`src/design/dtnp_pkg.sv`:
```
package dtnp_pkg;

  localparam int MAX_DIGITS_DEF    = 18;
  localparam int FRACTION_BITS_DEF = 16;
  localparam int EXP_LIMIT_DEF     = 99;

  localparam logic [63:0] LIM_POS = 64'h7FFF_FFFF_FFFF_FFFF;
  localparam logic [63:0] LIM_NEG = 64'h8000_0000_0000_0000;

  localparam logic [1:0] ST_OK    = 2'd0;
  localparam logic [1:0] ST_EMPTY = 2'd1;
  localparam logic [1:0] ST_BAD   = 2'd2;
  localparam logic [1:0] ST_SAT   = 2'd3;

  typedef enum logic [2:0] {
    PH_SIGN  = 3'd0,
    PH_INT   = 3'd1,
    PH_FRAC  = 3'd2,
    PH_E     = 3'd3,
    PH_ESIGN = 3'd4,
    PH_EDIG  = 3'd5
  } phase_t;

  typedef enum logic [1:0] {
    SC_IDLE,
    SC_UP,
    SC_DOWN,
    SC_DONE
  } scale_state_t;

  // finished text handed from the front to the back
  typedef struct packed {
    logic        negative;
    logic [63:0] significand;
    logic [10:0] exp_total;
    logic        do_scale;
    logic [1:0]  status;
    logic [63:0] magnitude;
  } job_t;

endpackage

```
`src/design/dtnp_queue.sv`:
```
module dtnp_queue
  import dtnp_pkg::*;
(
  input  logic clk,
  input  logic rst,
  input  logic in_valid,
  input  job_t in_job,
  output logic in_ready,
  output logic out_valid,
  output job_t out_job,
  input  logic out_ready
);

  job_t       mem [2];
  logic       wr_ptr, rd_ptr;
  logic [1:0] count;

  assign in_ready = (count != 2'd2);
  assign out_valid = (count != 2'd0);
  assign out_job = mem[rd_ptr];

  always_ff @(posedge clk) begin
    if (in_valid && in_ready) mem[wr_ptr] <= in_job;
  end

  always_ff @(posedge clk) begin
    if (rst) begin
      wr_ptr <= 1'b0;
      rd_ptr <= 1'b0;
      count <= 2'd0;
    end else begin
      if (in_valid && in_ready) wr_ptr <= ~wr_ptr;
      if (out_valid && out_ready) rd_ptr <= ~rd_ptr;
      count <= count + 2'(in_valid && in_ready) - 2'(out_valid && out_ready);
    end
  end

endmodule

```
`config.mk`:
```
export PLATFORM = sky130hd
export DESIGN_NAME = dtnp_queue
export DESIGN_NICKNAME = d
export VERILOG_FILES = /design/src/design/dtnp_pkg.sv /design/src/design/dtnp_queue.sv
export SDC_FILE = /design/constraint.sdc
export NUM_CORES = 1
export LEC_CHECK = 0
export ABC_CLOCK_PERIOD_IN_PS = 11200
export BUFFER_PORTS_ARGS = -buffer_cell sky130_fd_sc_hd__buf_2
export CORE_AREA = 2 2 200 143
export DETAILED_ROUTE_END_ITERATION = 12
export DIE_AREA = 0 0 202 145
export HOLD_SLACK_MARGIN = 0.06
export PLACE_DENSITY = 0.72
export SLEW_MARGIN = 30
export SYNTH_ARGS = -nofsm -noshare
export SYNTH_HDL_FRONTEND = slang
export SYNTH_SLANG_ARGS = --single-unit
```
`constraint.sdc`:
```
create_clock -name clk -period 11.2 [get_ports clk]
set_clock_uncertainty 0.1 [all_clocks]
set_input_delay 3.36 -clock clk [delete_from_list [all_inputs] [get_ports clk]]
set_output_delay 3.36 -clock clk [all_outputs]
set_load 0.05 [all_outputs]
```
==> Word-level counts from Yosys, hierarchy flattened <==
Memories as Yosys holds them, arrays and structs flattened. A register that Yosys moved wholly into a read port is not among the register bits.
Cells that the tools add are included.
Widths: inputs -> output; s select.
{ "classes": {"n_eq_ne": 1, "n_bitwise": 2, "n_mux": 4, "n_reduce_logical": 3, "n_addsub": 2} }
{ "ops": {"columns": ["op", "count"], "rows": [
  ["$mux 1", 4],
  ["$add 2x1->2", 1],
  ["$logic_and 1x1->1", 2],
  ["$ne 2x2->1 const B", 1],
  ["$not 1->1", 2],
  ["$reduce_bool 2->1", 1],
  ["$sub 2x1->2", 1]
]} }
{ "word_totals": {"n_memories": 1, "regBits": 4, "out_inout_bits": 145, "mem_bits_rw": 286, "word_cells": 16} }
{ "mem_list": {"columns": ["name", "depth", "word_bits", "read_ports", "rd_ports_with_merged_regs", "wr", "line", "source"], "rows": [
  ["mem", 2, 143, 1, 1, 1, "dtnp_queue.sv:14", "job_t mem [2];"]
]} }

==> Longest topological paths before layout <==
{ "depth": {"word_depth": 4, "mapped_depth": 8} }

==> Least setup slack after synthesis <==
Ideal clock, no wire load.
{ "synth_path": {"path_type": "input-to-reg", "startpoint": "input port in_valid", "endpoint": "memory mem[0][0] (netlist name) (enable)", "n_path_buf": 0, "setup_slack_ns": 1.047, "arrival_time_ns": 9.405, "cell_stages": 2, "setup_ns": 0.648, "t_required_ns": 10.452, "path_cell_list": "nand2_1 -> nor2_1"} }
{ "synth_between": {"elab_chain_len": 3} }
{ "synth_lines": {"columns": ["element", "line", "source"], "rows": [
  ["start: declaration", "dtnp_queue.sv:6", "input logic in_valid,"],
  ["$logic_and 1x1->1", "dtnp_queue.sv:23", "if (in_valid && in_ready) mem[wr_ptr] <= in_job;"],
  ["$mux 1", "dtnp_queue.sv:23", null],
  ["$mux 1 (not written as such)", "dtnp_queue.sv:23", null],
  ["end: declaration", "dtnp_queue.sv:14", null]
]} }
Every way passes these cells.

==> reports/summary.md <==
- max_slew headroom: 42.0%
- Leakage Power: 5.14 nW
- final worst path period need: 6250 ps
- Std-Cell Core Area: 27,400 µm²
- number of max-slew violations in the final report: 0
- Startpoint Class: register
- status: finished clean
- fmax: 160 MHz
- maximum root-to-sink buffer count: 3
- minimum setup slack in the final design: 4950 ps
- synthesis warning total: 0
- share of cells above drive strength 1: 60.0%
- combined global-route utilization of all metal layers: 13.8%
- Mapped Nets: 618
- required time worst endpoint: 7740 ps
- final RePlAce weighted congestion: 0.756
- worst reg2reg startpoint: count[0]$_SDFF_PP0_
- router iterations before antenna repair: 4
- Post-Place Cells: 1,121
- Detail Route Antenna Nets: 0
- number of port buffers: 291
- Cell variety after synth: 17
- area added between synthesis and finish: 25.0%
- pin count of the biggest net entering global routing: 77
- most common cell after layout, fill and taps aside: sky130_fd_sc_hd__buf_2
- level count of the clock H-tree: 1
- Min-Delay Startpoint: rd_ptr$_SDFFE_PP0P_
- number of placement rows: 51
- per-cell via count in the routed design: 4.63
- post-route cell area: 13,500 µm²
- Clk Latency, worst-skew pair: 530 ps
- residual DRC count: 0
- I/O pin total: 292
- starting utilization of the core area: 39.5%
- number of storage elements in the synthesis netlist: 291
- GRT overflow: 0
- detailed-route wire length: 20,900 µm
- sequential fraction of the synthesis area: 80.3%
- type of the tightest min-delay check: register to register
- first-pass GRT wire length: 31,600 µm
- accumulated negative setup slack: 0 ps
- Pwr per Cell Area: 258 nW/µm²
- Die Ht: 145 µm
- count of non-filler cells in the finished layout: 1,172
- final hold viol count: 0
- fin crit share: 55.8%
- Root Driver: sky130_fd_sc_hd__clkbuf_16
- Power, Total: 3.49 mW
- antenna violations before repair: 5
- cells resized by post-CTS repair: 0
- CTS Hold Bufs: 0
- clock tree from TritonCTS: done
- vias in the first global route: 5,699
- classification of the worst setup path: register to output pin
- Fillers: 2,287
- final routed wire length divided by cell count: 17.8 µm
- cell type with the largest total area after synthesis: sky130_fd_sc_hd__edfxtp_1
- Post-CTS Setup Inserts: 0
- Crit path arrival time: 2790 ps
- unrepaired setup endpoints after global routing: no
- transition time of the tightest slew-check pin: 869 ps
- CP max FO: 50
- cell area after placement: 12,700 µm²
- final-stage net count: 929
- placement-stage worst setup slack: 5480 ps
- final hold slack: 411 ps
- synthesized area per cell: 23.1 µm²
- area fraction of the dominant cell type after synthesis: 79.3%
- Chip Width: 202 µm
- total via count in the routed design: 5,425
- top library cells by usage in the layout, fill and taps aside: 291 x sky130_fd_sc_hd__buf_2, 286 x sky130_fd_sc_hd__edfxtp_1, 74 x sky130_fd_sc_hd__mux2_2
- sink count of the clock tree: 291
- overall die area: 29,300 µm²
- count of routing violations after the opening detailed-route iteration: 190
- Max Cap Viol: 0
- Post-Route Utilization: 49.4%
- Mapped Area: 10,800 µm²
- biggest area contributors in the synthesized netlist: sky130_fd_sc_hd__edfxtp_1 79%, sky130_fd_sc_hd__mux2_4 9.7%, sky130_fd_sc_hd__mux2_2 7.7%, sky130_fd_sc_hd__buf_6 0.94%, sky130_fd_sc_hd__dfxtp_1 0.92%
- Synth Instances: 469
- largest vdd supply drop: 0.140 mV
- worst-case register-to-register setup slack: 8820 ps
- clock buffer count from CTS: 27
- type of destination of the critical path: output pin
- Detailed Place HPWL: 13,700 µm
- Setup-failing EPs final: 0
- clock-pin slew reported for the worst setup and hold paths after clock tree synthesis: 60 ps
layer usage:
metal	vias up	GRT usage, %	part of all wire, %
met5	-	0	0.16
met4	6	3.75	2.3
met3	39	5.14	8.5
met2	188	21.9	47
met1	2701	17.7	42
li1	2491	-	-
cell usage after synthesis:
library cell,count
sky130_fd_sc_hd__buf_2,7
sky130_fd_sc_hd__mux2_2,74
sky130_fd_sc_hd__dfxtp_1,5
sky130_fd_sc_hd__edfxtp_1,286
sky130_fd_sc_hd__inv_1,1
sky130_fd_sc_hd__mux2_4,70
sky130_fd_sc_hd__xnor2_1,2
sky130_fd_sc_hd__or2_2,1
sky130_fd_sc_hd__o21a_1,1
sky130_fd_sc_hd__buf_6,9
sky130_fd_sc_hd__and3_1,1
sky130_fd_sc_hd__nor2b_1,2
sky130_fd_sc_hd__nand2_1,1
sky130_fd_sc_hd__nand2b_1,1
sky130_fd_sc_hd__xor2_1,1
sky130_fd_sc_hd__nor2_1,5
sky130_fd_sc_hd__ha_1,2
sequential cells by signal (all words and copies together) (netlist names), named ones only:
name,flops
count,2
mem,286
rd_ptr,1
wr_ptr,1
area by class of cell:
type                            count  area [µm²]  share of cell area (%)
Sequential cell                   291        8690                    64.2
Multi-Input combinational cell    161        2010                    14.8
Timing Repair Buffer              298        1530                    11.3
Clock buffer                       39         731                    5.40
Tap cell                          371         464                    3.43
Clock inverter                     10        98.8                   0.730
Inverter                            1        3.75                  0.0277
Antenna cell                        1        2.50                  0.0185
cell families after synthesis:
family,Yosys count,share of synthesized area (%)
flops,291,80.3
mux,144,17.4
buf+inv,17,1.29
simple gates,11,0.497
xor+xnor,3,0.243
fa+ha+maj,2,0.231
compound gates,1,0.0694
worst paths after layout:
| path | to | cells after the start |
|---|---|---|
| setup / recovery | out_job[12] | 3 |
| hold / removal | register | 2 |
| setup reg to reg | mem[0][106]$_DFFE_PP_ | 4 |
| hold reg to reg | register | 2 |
critical path, cell delays in order, from the launching register on:
cell and delay, ps:
sky130_fd_sc_hd__dfxtp_4 770, sky130_fd_sc_hd__buf_4 760, sky130_fd_sc_hd__mux2_2 420, sky130_fd_sc_hd__buf_2 210
power by group:
part	switching, mW	internal, mW
Clock	0.370	0.498
Sequential	0.0545	1.37
Combinational	0.844	0.354
Total	1.27	2.22
Note: power is estimated with default switching activity, not from simulation.
