### config.mk
export PLATFORM = sky130hd
export DESIGN_NAME = dtnp_front_flat
export DESIGN_NICKNAME = d
export VERILOG_FILES = /design/src/design/dtnp_pkg.sv /design/src/design/dtnp_if.sv /design/src/design/dtnp_front.sv /design/src/flat_wrapper.sv
export SDC_FILE = /design/constraint.sdc
export NUM_CORES = 1
export LEC_CHECK = 0
export BUFFER_PORTS_ARGS = -buffer_cell sky130_fd_sc_hd__buf_2
export CELL_PAD_IN_SITES_DETAIL_PLACEMENT = 1
export CELL_PAD_IN_SITES_GLOBAL_PLACEMENT = 2
export CORE_MARGIN = 1
export CORE_UTILIZATION = 30
export DETAILED_ROUTE_END_ITERATION = 12
export PLACE_DENSITY = 0.84
export SLEW_MARGIN = 10
export SYNTH_ARGS = -nofsm -noshare
export SYNTH_HDL_FRONTEND = slang
export SYNTH_SLANG_ARGS = --single-unit
### constraint.sdc
create_clock -name clk -period 25.4 [get_ports clk]
set_input_delay 3.81 -clock clk [delete_from_list [all_inputs] [get_ports clk]]
set_output_delay 3.81 -clock clk [all_outputs]
set_load 0.02 [all_outputs]
### src/design/dtnp_pkg.sv
package dtnp_pkg;

  localparam int MAX_DIGITS_DEF    = 18;
  localparam int FRACTION_BITS_DEF = 16;
  localparam int EXP_LIMIT_DEF     = 99;

  localparam logic [63:0] LIM_POS = 64'h7FFF_FFFF_FFFF_FFFF;
  localparam logic [63:0] LIM_NEG = 64'h8000_0000_0000_0000;

  localparam logic [1:0] ST_OK    = 2'd0;
  localparam logic [1:0] ST_EMPTY = 2'd1;
  localparam logic [1:0] ST_BAD   = 2'd2;
  localparam logic [1:0] ST_SAT   = 2'd3;

  typedef enum logic [2:0] {
    PH_SIGN  = 3'd0,
    PH_INT   = 3'd1,
    PH_FRAC  = 3'd2,
    PH_E     = 3'd3,
    PH_ESIGN = 3'd4,
    PH_EDIG  = 3'd5
  } phase_t;

  typedef enum logic [1:0] {
    SC_IDLE,
    SC_UP,
    SC_DOWN,
    SC_DONE
  } scale_state_t;

  // finished text handed from the front to the back
  typedef struct packed {
    logic        negative;
    logic [63:0] significand;
    logic [10:0] exp_total;
    logic        do_scale;
    logic [1:0]  status;
    logic [63:0] magnitude;
  } job_t;

endpackage

### src/design/dtnp_if.sv
interface dtnp_in_if;
  logic       valid;
  logic       ready;
  logic [7:0] char_code;
  logic       last_char;
  modport source (output valid, char_code, last_char, input ready);
  modport sink   (input valid, char_code, last_char, output ready);
endinterface


### src/design/dtnp_front.sv
module dtnp_front
  import dtnp_pkg::*;
#(
  parameter int MAX_DIGITS = MAX_DIGITS_DEF,
  parameter int EXP_LIMIT  = EXP_LIMIT_DEF
) (
  input  logic         clk,
  input  logic         rst,
  input  logic         number_kind,
  dtnp_in_if.sink      in_ch,
  output logic         job_valid,
  output job_t         job,
  input  logic         job_ready
);

  phase_t      parse_phase, parse_phase_next;
  logic        negative, negative_next;
  logic [63:0] significand, significand_next;
  logic [4:0]  kept_digits, kept_digits_next;
  logic signed [9:0] decimal_shift, decimal_shift_next;
  logic        exponent_negative, exponent_negative_next;
  logic [9:0]  exponent_value, exponent_value_next;
  logic        seen_any, seen_any_next;
  logic [1:0]  error_code, error_code_next;
  logic        ended_early, ended_early_next;

  logic [7:0]  c;
  logic        digit, is_e, is_sign, is_point;
  logic [3:0]  d;
  logic        accept;
  phase_t      ph;
  logic [63:0] lim, sig10;
  logic [67:0] sig_grow;
  logic [13:0] ev;
  logic signed [11:0] ex;
  logic [1:0]  status;
  logic [63:0] mag;
  logic        scale;

  assign in_ch.ready = job_ready;
  assign accept = in_ch.valid & in_ch.ready;
  assign c = in_ch.char_code;
  assign digit = (c >= 8'd48) && (c <= 8'd57);
  assign d = c[3:0];
  assign is_e = (c == 8'h65) || (c == 8'h45);
  assign is_sign = (c == 8'h2B) || (c == 8'h2D);
  assign is_point = (c == 8'h2E) || (c == 8'h2C);
  assign sig10 = significand * 64'd10;
  assign sig_grow = {4'd0, significand} * 68'd10 + {64'd0, d};

  function automatic logic signed [9:0] sat_shift(input logic signed [9:0] s,
                                                  input logic up);
    logic signed [10:0] t;
    begin
      t = up ? 11'(s) + 11'sd1 : 11'(s) - 11'sd1;
      if (t > 11'sd511) t = 11'sd511;
      if (t < -11'sd512) t = -11'sd512;
      sat_shift = t[9:0];
    end
  endfunction

  always_comb begin
    parse_phase_next = parse_phase;
    negative_next = negative;
    significand_next = significand;
    kept_digits_next = kept_digits;
    decimal_shift_next = decimal_shift;
    exponent_negative_next = exponent_negative;
    exponent_value_next = exponent_value;
    seen_any_next = seen_any;
    error_code_next = error_code;
    ended_early_next = ended_early;
    ph = parse_phase;
    lim = (negative ? LIM_NEG : LIM_POS);
    ev = 14'(exponent_value) * 14'd10 + 14'(d);
    if (!ended_early && error_code != ST_BAD) begin
      if (c == 8'd0) begin
        ended_early_next = 1'b1;
      end else begin
        if (parse_phase == PH_SIGN) begin
          ph = PH_INT;
          parse_phase_next = PH_INT;
          if (is_sign) begin
            negative_next = (c == 8'h2D);
          end
        end
        if (!(parse_phase == PH_SIGN && is_sign)) begin
          if (!number_kind) begin
            if (ph != PH_INT || !digit) begin
              error_code_next = ST_BAD;
            end else begin
              seen_any_next = 1'b1;
              if (sig_grow > {4'd0, lim}) begin
                significand_next = lim;
                error_code_next = ST_SAT;
              end else begin
                significand_next = sig10 + 64'(d);
              end
            end
          end else begin
            case (ph)
              PH_INT, PH_FRAC: begin
                if (digit) begin
                  seen_any_next = 1'b1;
                  if (significand == 64'd0 && d == 4'd0) begin
                    if (ph == PH_FRAC) decimal_shift_next = sat_shift(decimal_shift, 1'b0);
                  end else if (32'(kept_digits) < MAX_DIGITS &&
                               significand <= 64'h1999_9999_9999_9998) begin
                    significand_next = sig10 + 64'(d);
                    kept_digits_next = kept_digits + 5'd1;
                    if (ph == PH_FRAC) decimal_shift_next = sat_shift(decimal_shift, 1'b0);
                  end else if (ph == PH_INT) begin
                    decimal_shift_next = sat_shift(decimal_shift, 1'b1);
                  end
                end else if (ph == PH_INT && is_point) begin
                  parse_phase_next = PH_FRAC;
                end else if (is_e && seen_any) begin
                  parse_phase_next = PH_E;
                end else begin
                  error_code_next = ST_BAD;
                end
              end
              PH_E: begin
                if (is_sign) begin
                  exponent_negative_next = (c == 8'h2D);
                  parse_phase_next = PH_ESIGN;
                end else if (digit) begin
                  exponent_value_next = (ev > 14'(EXP_LIMIT)) ? 10'(EXP_LIMIT) : ev[9:0];
                  parse_phase_next = PH_EDIG;
                end else begin
                  error_code_next = ST_BAD;
                end
              end
              PH_ESIGN, PH_EDIG: begin
                if (digit) begin
                  exponent_value_next = (ev > 14'(EXP_LIMIT)) ? 10'(EXP_LIMIT) : ev[9:0];
                  parse_phase_next = PH_EDIG;
                end else begin
                  error_code_next = ST_BAD;
                end
              end
              default: error_code_next = ST_BAD;
            endcase
          end
        end
      end
    end
  end

  // finish from the updated state
  always_comb begin
    status = ST_OK;
    mag = 64'd0;
    scale = 1'b0;
    ex = 12'(decimal_shift_next) + (exponent_negative_next ?
         -12'(exponent_value_next) : 12'(exponent_value_next));
    if (error_code_next == ST_BAD) status = ST_BAD;
    else if (parse_phase_next == PH_SIGN) status = ST_EMPTY;
    else if (!seen_any_next) status = ST_BAD;
    else if (!number_kind) begin
      if (parse_phase_next != PH_INT) status = ST_BAD;
      else begin
        mag = significand_next;
        status = (error_code_next == ST_SAT) ? ST_SAT : ST_OK;
      end
    end else if (parse_phase_next == PH_E || parse_phase_next == PH_ESIGN) begin
      status = ST_BAD;
    end else begin
      scale = 1'b1;
      status = (error_code_next == ST_SAT) ? ST_SAT : ST_OK;
    end
  end

  assign job_valid = accept & in_ch.last_char;
  assign job.negative = negative_next;
  assign job.significand = significand_next;
  assign job.exp_total = ex[10:0];
  assign job.do_scale = scale;
  assign job.status = status;
  assign job.magnitude = mag;

  always_ff @(posedge clk) begin
    if (rst || (accept && in_ch.last_char)) begin
      parse_phase <= PH_SIGN;
      negative <= 1'b0;
      significand <= 64'd0;
      kept_digits <= 5'd0;
      decimal_shift <= 10'sd0;
      exponent_negative <= 1'b0;
      exponent_value <= 10'd0;
      seen_any <= 1'b0;
      error_code <= ST_OK;
      ended_early <= 1'b0;
    end else if (accept) begin
      parse_phase <= parse_phase_next;
      negative <= negative_next;
      significand <= significand_next;
      kept_digits <= kept_digits_next;
      decimal_shift <= decimal_shift_next;
      exponent_negative <= exponent_negative_next;
      exponent_value <= exponent_value_next;
      seen_any <= seen_any_next;
      error_code <= error_code_next;
      ended_early <= ended_early_next;
    end
  end

endmodule

### src/flat_wrapper.sv
// flat-port wrapper written by rule: the top's interface ports become plain ports
module dtnp_front_flat import dtnp_pkg::*;
#(
  parameter int MAX_DIGITS = MAX_DIGITS_DEF,
  parameter int EXP_LIMIT  = EXP_LIMIT_DEF
)
  (clk, rst, number_kind, job_valid, job, job_ready, in_ch_valid, in_ch_char_code, in_ch_last_char, in_ch_ready);
  dtnp_in_if in_ch_i ();
  input  logic clk;
  input  logic rst;
  input  logic number_kind;
  output logic job_valid;
  output job_t job;
  input  logic job_ready;
  input wire logic [$bits(in_ch_i.valid)-1:0] in_ch_valid;
  input wire logic [$bits(in_ch_i.char_code)-1:0] in_ch_char_code;
  input wire logic [$bits(in_ch_i.last_char)-1:0] in_ch_last_char;
  output wire logic [$bits(in_ch_i.ready)-1:0] in_ch_ready;
  assign in_ch_i.valid = in_ch_valid;
  assign in_ch_i.char_code = in_ch_char_code;
  assign in_ch_i.last_char = in_ch_last_char;
  assign in_ch_ready = in_ch_i.ready;
  dtnp_front #(.MAX_DIGITS(MAX_DIGITS), .EXP_LIMIT(EXP_LIMIT)) u_core (.clk(clk), .rst(rst), .number_kind(number_kind), .in_ch(in_ch_i), .job_valid(job_valid), .job(job), .job_ready(job_ready));
endmodule
Yosys cells after proc, flatten, opt, wreduce, memory -nomap -nowiden
Index checks and enable logic that the tools add are counted.
- register bits: 98
- input port bits: 14
- output and inout port bits: 145
- word-level logic and storage cells: 200
- $add $sub $neg: 8
- multipliers: 3
- magnitude comparators: 11
- eq/ne operators: 18
- mux-type cells: 120
- bitwise gates (word level): 5
- reduce and logical (&&, ||, !) cells: 25
- operators with widths (operator ; count):
    $mux W64 ; 16
    $mux W11 ; 28
    $mux W10 ; 21
    $add A68 B4 Y68 ; 1
    $gt A68 B64 Y1 ; 1
    $mul A64 B3 Y67 const B ; 1
    $add A64 B4 Y64 ; 1
    $le A64 B61 Y1 const B ; 1
    $logic_not A64 Y1 ; 1
    $mul A64 B3 Y63 const B ; 1
    $mux W2 ; 18
    $mux W3 ; 12
    $lt A11 B10 Y1 const B ; 3
    $eq A8 B6 Y1 const B ; 4
    $gt A11 B10 Y1 const B ; 2
    $mux W1 ; 22
    $pmux W10 S2 ; 1
    $eq A8 B7 Y1 const B ; 2
    $add A14 B4 Y14 ; 1
    $gt A14 B7 Y1 const B ; 1
    $mul A10 B3 Y13 const B ; 1
    $add A10 B2 Y11 const B ; 1
    $add A11 B11 Y11 ; 1
    $neg A10 Y11 ; 1
    24 further kinds ; 48

Longest topological paths before layout
- depth in word-level cells: 26
- mapped depth: 35
- depth with buffers taken out: 32

Least setup slack after synthesis
Ideal clock, no wire load.
- kind: input port to output port
- start point: in in_ch_char_code[1]
- end point: out job[10] (netlist name)
- data arrival time: 10002 ps
- required time: 21590 ps
- slack: 11588 ps
- cell stages on the path: 27
- buffers on the path: 0
- cell sequence: ha_1 -> fa_1 -> a21o_1 -> nand4b_1 -> nand2b_1 -> nor4_1 -> nand4_1 -> nor3_1 -> nand3b_1 -> xor2_1 -> inv_1 -> ha_1 -> nand4_1 -> or2_2 -> nor4_1 -> nand2_1 -> or3_1 -> o221a_2 -> a31oi_1 -> o21ai_0 -> o2111ai_1 -> nor2b_1 -> mux2_4 -> o31a_2 -> o21ai_2 -> nand3_4 -> a2111oi_1
- RTL lines (element ; line ; RTL):
    start, declared ; flat_wrapper.sv:16 ; input wire logic [$bits(in_ch_i.char_code)-1:0] in_ch_char_code;
    end, declared ; flat_wrapper.sv:13 ; output job_t job;

==> impl_metrics.ini <==
[synthesis]
syn_nets = 2702
synth-main-ff-cell = dfxtp_1
yosys_warnings = 0
async_flop_share_pct = 0
syn_avg_cell_area_um2 = 7.033
ys_seq_area_share_pct = 11.35
ys_ff_latch = 98
synth_top_area_share_pct = 16.36
synth_cells = 2457
yosysTopAreaCell = ha_1
synth_edf_count = 0
synthTopCellsByArea = ha_1, dfxtp_1, a21oi_1, nor2_1, nand2_1
synth.cell_area_um2 = 17280
synth_cell_type_count = 97

[power_and_ir_drop]
power.total_uw = 593.2
p_per_area_nw_per_um2 = 31.32
ir_worst_vdd_uv = 24.38
power_leakage_uw = 0.008329

[worst_setup_path]
critPathBufInv = 5
slowest_stage = a221oi_1
critical_path_class = input port to output pin
cp.required_ns = 21.59
crit_arrival_ns = 12.83
crit_cells = 33
reg2reg_slack_ns = 14.36
cp-startpoint = in_ch_char_code[1]
reg2regPathDepth = 32
crit_fanout = 59
rr_startpoint = u_core.significand[3]$_SDFFE_PP0P_
crit_family = simple AND/OR/NAND/NOR gates
crit_path_end_kind = output pin
worst_setup_path_start_kind = input port
slowest_delay_ns = 0.82
timing.rr.end = u_core.significand[36]$_SDFFE_PP0P_

[route]
vias = 20210
drtIter0Drc = 1343
drc = 0
via_per_inst = 6.152
drt_pass1_iterations = 6
detail-route-antenna-nets = 0
wire_per_inst_um = 24.85
drt_wl_total_mm = 81.65

[global_routing]
grt_pass1_wl_mm = 124.0
grt_max_degree = 70
antenna_found_initial = 3
grt_overflow_total = 0
grt_pass1_vias = 20380
groute.usage.overall_pct = 26.99

[status]
status = finished, final reports clean

[worst_hold_path]
hold_class = flop to flop
min_delay_path_depth = 2
min_from = u_core.kept_digits[4]$_SDFFE_PP0P_
holdPathEnd = u_core.kept_digits[4]$_SDFFE_PP0P_

[clocking]
htreeDepth = 3
clock_latency_ns = 0.40
cts.path.max_buffers = 2
clkTransAtPathRegs_ns = 0.08
cts_made_buffers = 9
cts_setup_buffers = 0
cts_root_buf = clkbuf_16
cts_resized = 0
cts.sinks = 98
cts_tree = yes
hold_buffers = 0

[timing]
timing_hold_violations_final = 0
fin_crit_sh_pct = 65.53
layout_setup_ws_ns = 8.755
tns_ns = 0
fmax_mhz = 60.08
maxSlewViolCount = 0
max_slew_margin_pct = 15.93
finalSetupViolations = 0
rsz0062_at_grt = no
clock_skew_ns = 0.01908
period_needed_ns = 16.64
max_slew.worst_pin.slew_ns = 1.256

[cells_and_area]
drive_gt1_share_pct = 11.28
syn2layout_area_growth_pct = 9.615
fillers = 7102
multi_input_area_um2 = 14440
seqCellArea_um2 = 1963
fin_nets = 2767
postLayoutCoreUtil_pct = 33.46

[floorplanning]
num_rows = 87
fp.dieH_um = 242
die_x_um = 242
initial_core_util_pct = 30.53
io_pins = 159
dieArea_um2 = 58560
fp.coreArea_um2 = 56600

[placed_design]
place_hpwl_mm = 64.62
place.port_buffers = 158
dp_slack_ns = 8.905
gp_congestion = 0.9479

[flow_run]
drv_cap = 0
cell type report:
cell class / instances / share of cell area, %
clock buffer: 10 / 1.262
clock inverter: 6 / 0.2444
tap: 756 / 4.994
sequential: 98 / 10.36
multi-input combinational: 2144 / 76.24
timing repair buffer: 183 / 5.165
inverter: 86 / 1.704
antenna: 2 / 0.02642
metrics by stage:
step / cells / instance area (um2) / hold WS, ns
global placement: 3267 / 18650 / 0.4537
global route: 3283 / 18940 / 0.5370
finish: 3285 / 18940 / 0.4953
CTS: 3283 / 18930 / 0.4933
detailed placement: 3267 / 18650 / 0.4737
floorplan: 2457 / 17280 / 0.4403
layer usage:
| metal | share of wire (%) | vias up | GRT usage, % | wire length, um |
|---|---|---|---|---|
| li1 | - | 9342 | - | - |
| met1 | 44 | 10020 | 34.99 | 36250 |
| met2 | 46 | 694 | 45.27 | 37620 |
| met3 | 5.6 | 158 | 3.667 | 4590 |
| met4 | 3.9 | 0 | 9.959 | 3189 |
| met5 | 0 | - | 0 | 0 |
worst max-delay path by stage:
stage	endpoint	slack (ns)
after floorplan	job[10]	11.59
after global placement	job[28]	9.20
after detailed placement	job[28]	8.90
after CTS	job[28]	8.88
after global routing	job[28]	8.24
final	job[28]	8.76
worst reg2reg max path, delay by kind of cell (launching register included):
kind                     cells  cell delay, ns
AO/OA/AOI/OAI               11            3.45
AND/OR/NAND/NOR             12            3.43
adder cells (fa/ha/maj)      4            1.35
buffers and inverters        3            1.06
XOR/XNOR                     1            0.81
flip-flops                   1            0.61
multiplexers                 1            0.20
cell usage after synthesis, types with 10 or more instances:
| cell | instances |
|---|---|
| clkbuf_1 | 86 |
| and2_1 | 54 |
| a22oi_1 | 12 |
| nor2b_1 | 14 |
| a31oi_1 | 52 |
| nand3_1 | 43 |
| ha_1 | 226 |
| o21ai_0 | 164 |
| and3_1 | 29 |
| o211ai_1 | 32 |
| o21bai_1 | 10 |
| o22ai_1 | 22 |
| mux2i_1 | 10 |
| nor2_1 | 269 |
| o221ai_1 | 22 |
| xnor2_1 | 86 |
| a21oi_1 | 256 |
| a21o_1 | 48 |
| nor3b_1 | 12 |
| nor4_1 | 30 |
| a2111oi_2 | 20 |
| nor3_1 | 70 |
| inv_1 | 86 |
| nand4_1 | 54 |
| o21ai_1 | 21 |
| buf_2 | 24 |
| nand2_1 | 230 |
| nand2b_1 | 14 |
| a211oi_1 | 59 |
| dfxtp_1 | 98 |
| o21a_1 | 31 |
| xor2_1 | 56 |
| or3_1 | 19 |
state kept, by name, summed over array words and instances (netlist names):
name	flops
u_core.ended_early	1
u_core.significand	64
u_core.parse_phase	3
u_core.decimal_shift	10
u_core.error_code	2
u_core.negative	1
u_core.exponent_value	10
u_core.seen_any	1
u_core.exponent_negative	1
u_core.kept_digits	5
report_power, final:
group          total (uW)  internal [uW]  switching, uW
logic                 265           83.5            182
clock network         151           70.4           80.3
registers             177            160           17.3
cell families after synthesis:
logic type | synth area share (%)
adder cells (fa/ha/maj) | 16.94
AND/OR/NAND/NOR | 24.80
buffers and inverters | 5.365
flip-flops | 11.35
multiplexers | 1.187
AO/OA/AOI/OAI | 33.15
XOR/XNOR | 7.197
cells in the final DEF (no fill, tap or decap), types with 10 or more instances in the layout:
cell and count:
nor2_1 266, a21oi_1 254, nand2_1 229, ha_1 226
o21ai_0 164, buf_2 158, dfxtp_1 97, inv_1 86
xnor2_1 86, nor3_1 70, a211oi_1 59, xor2_1 56
nand4_1 54, and2_1 54, a31oi_1 52, a21o_1 48
nand3_1 43, o211ai_1 32, o21a_1 31, nor4_1 30
and3_1 29, buf_4 25, o221ai_1 22, o22ai_1 22
o21ai_1 21, a2111oi_2 20, or3_1 19, nor2b_1 14
nand2b_1 14, nor3b_1 12, a22oi_1 12, o21bai_1 10
mux2i_1 10
Note: power is estimated with default switching activity, not from simulation.
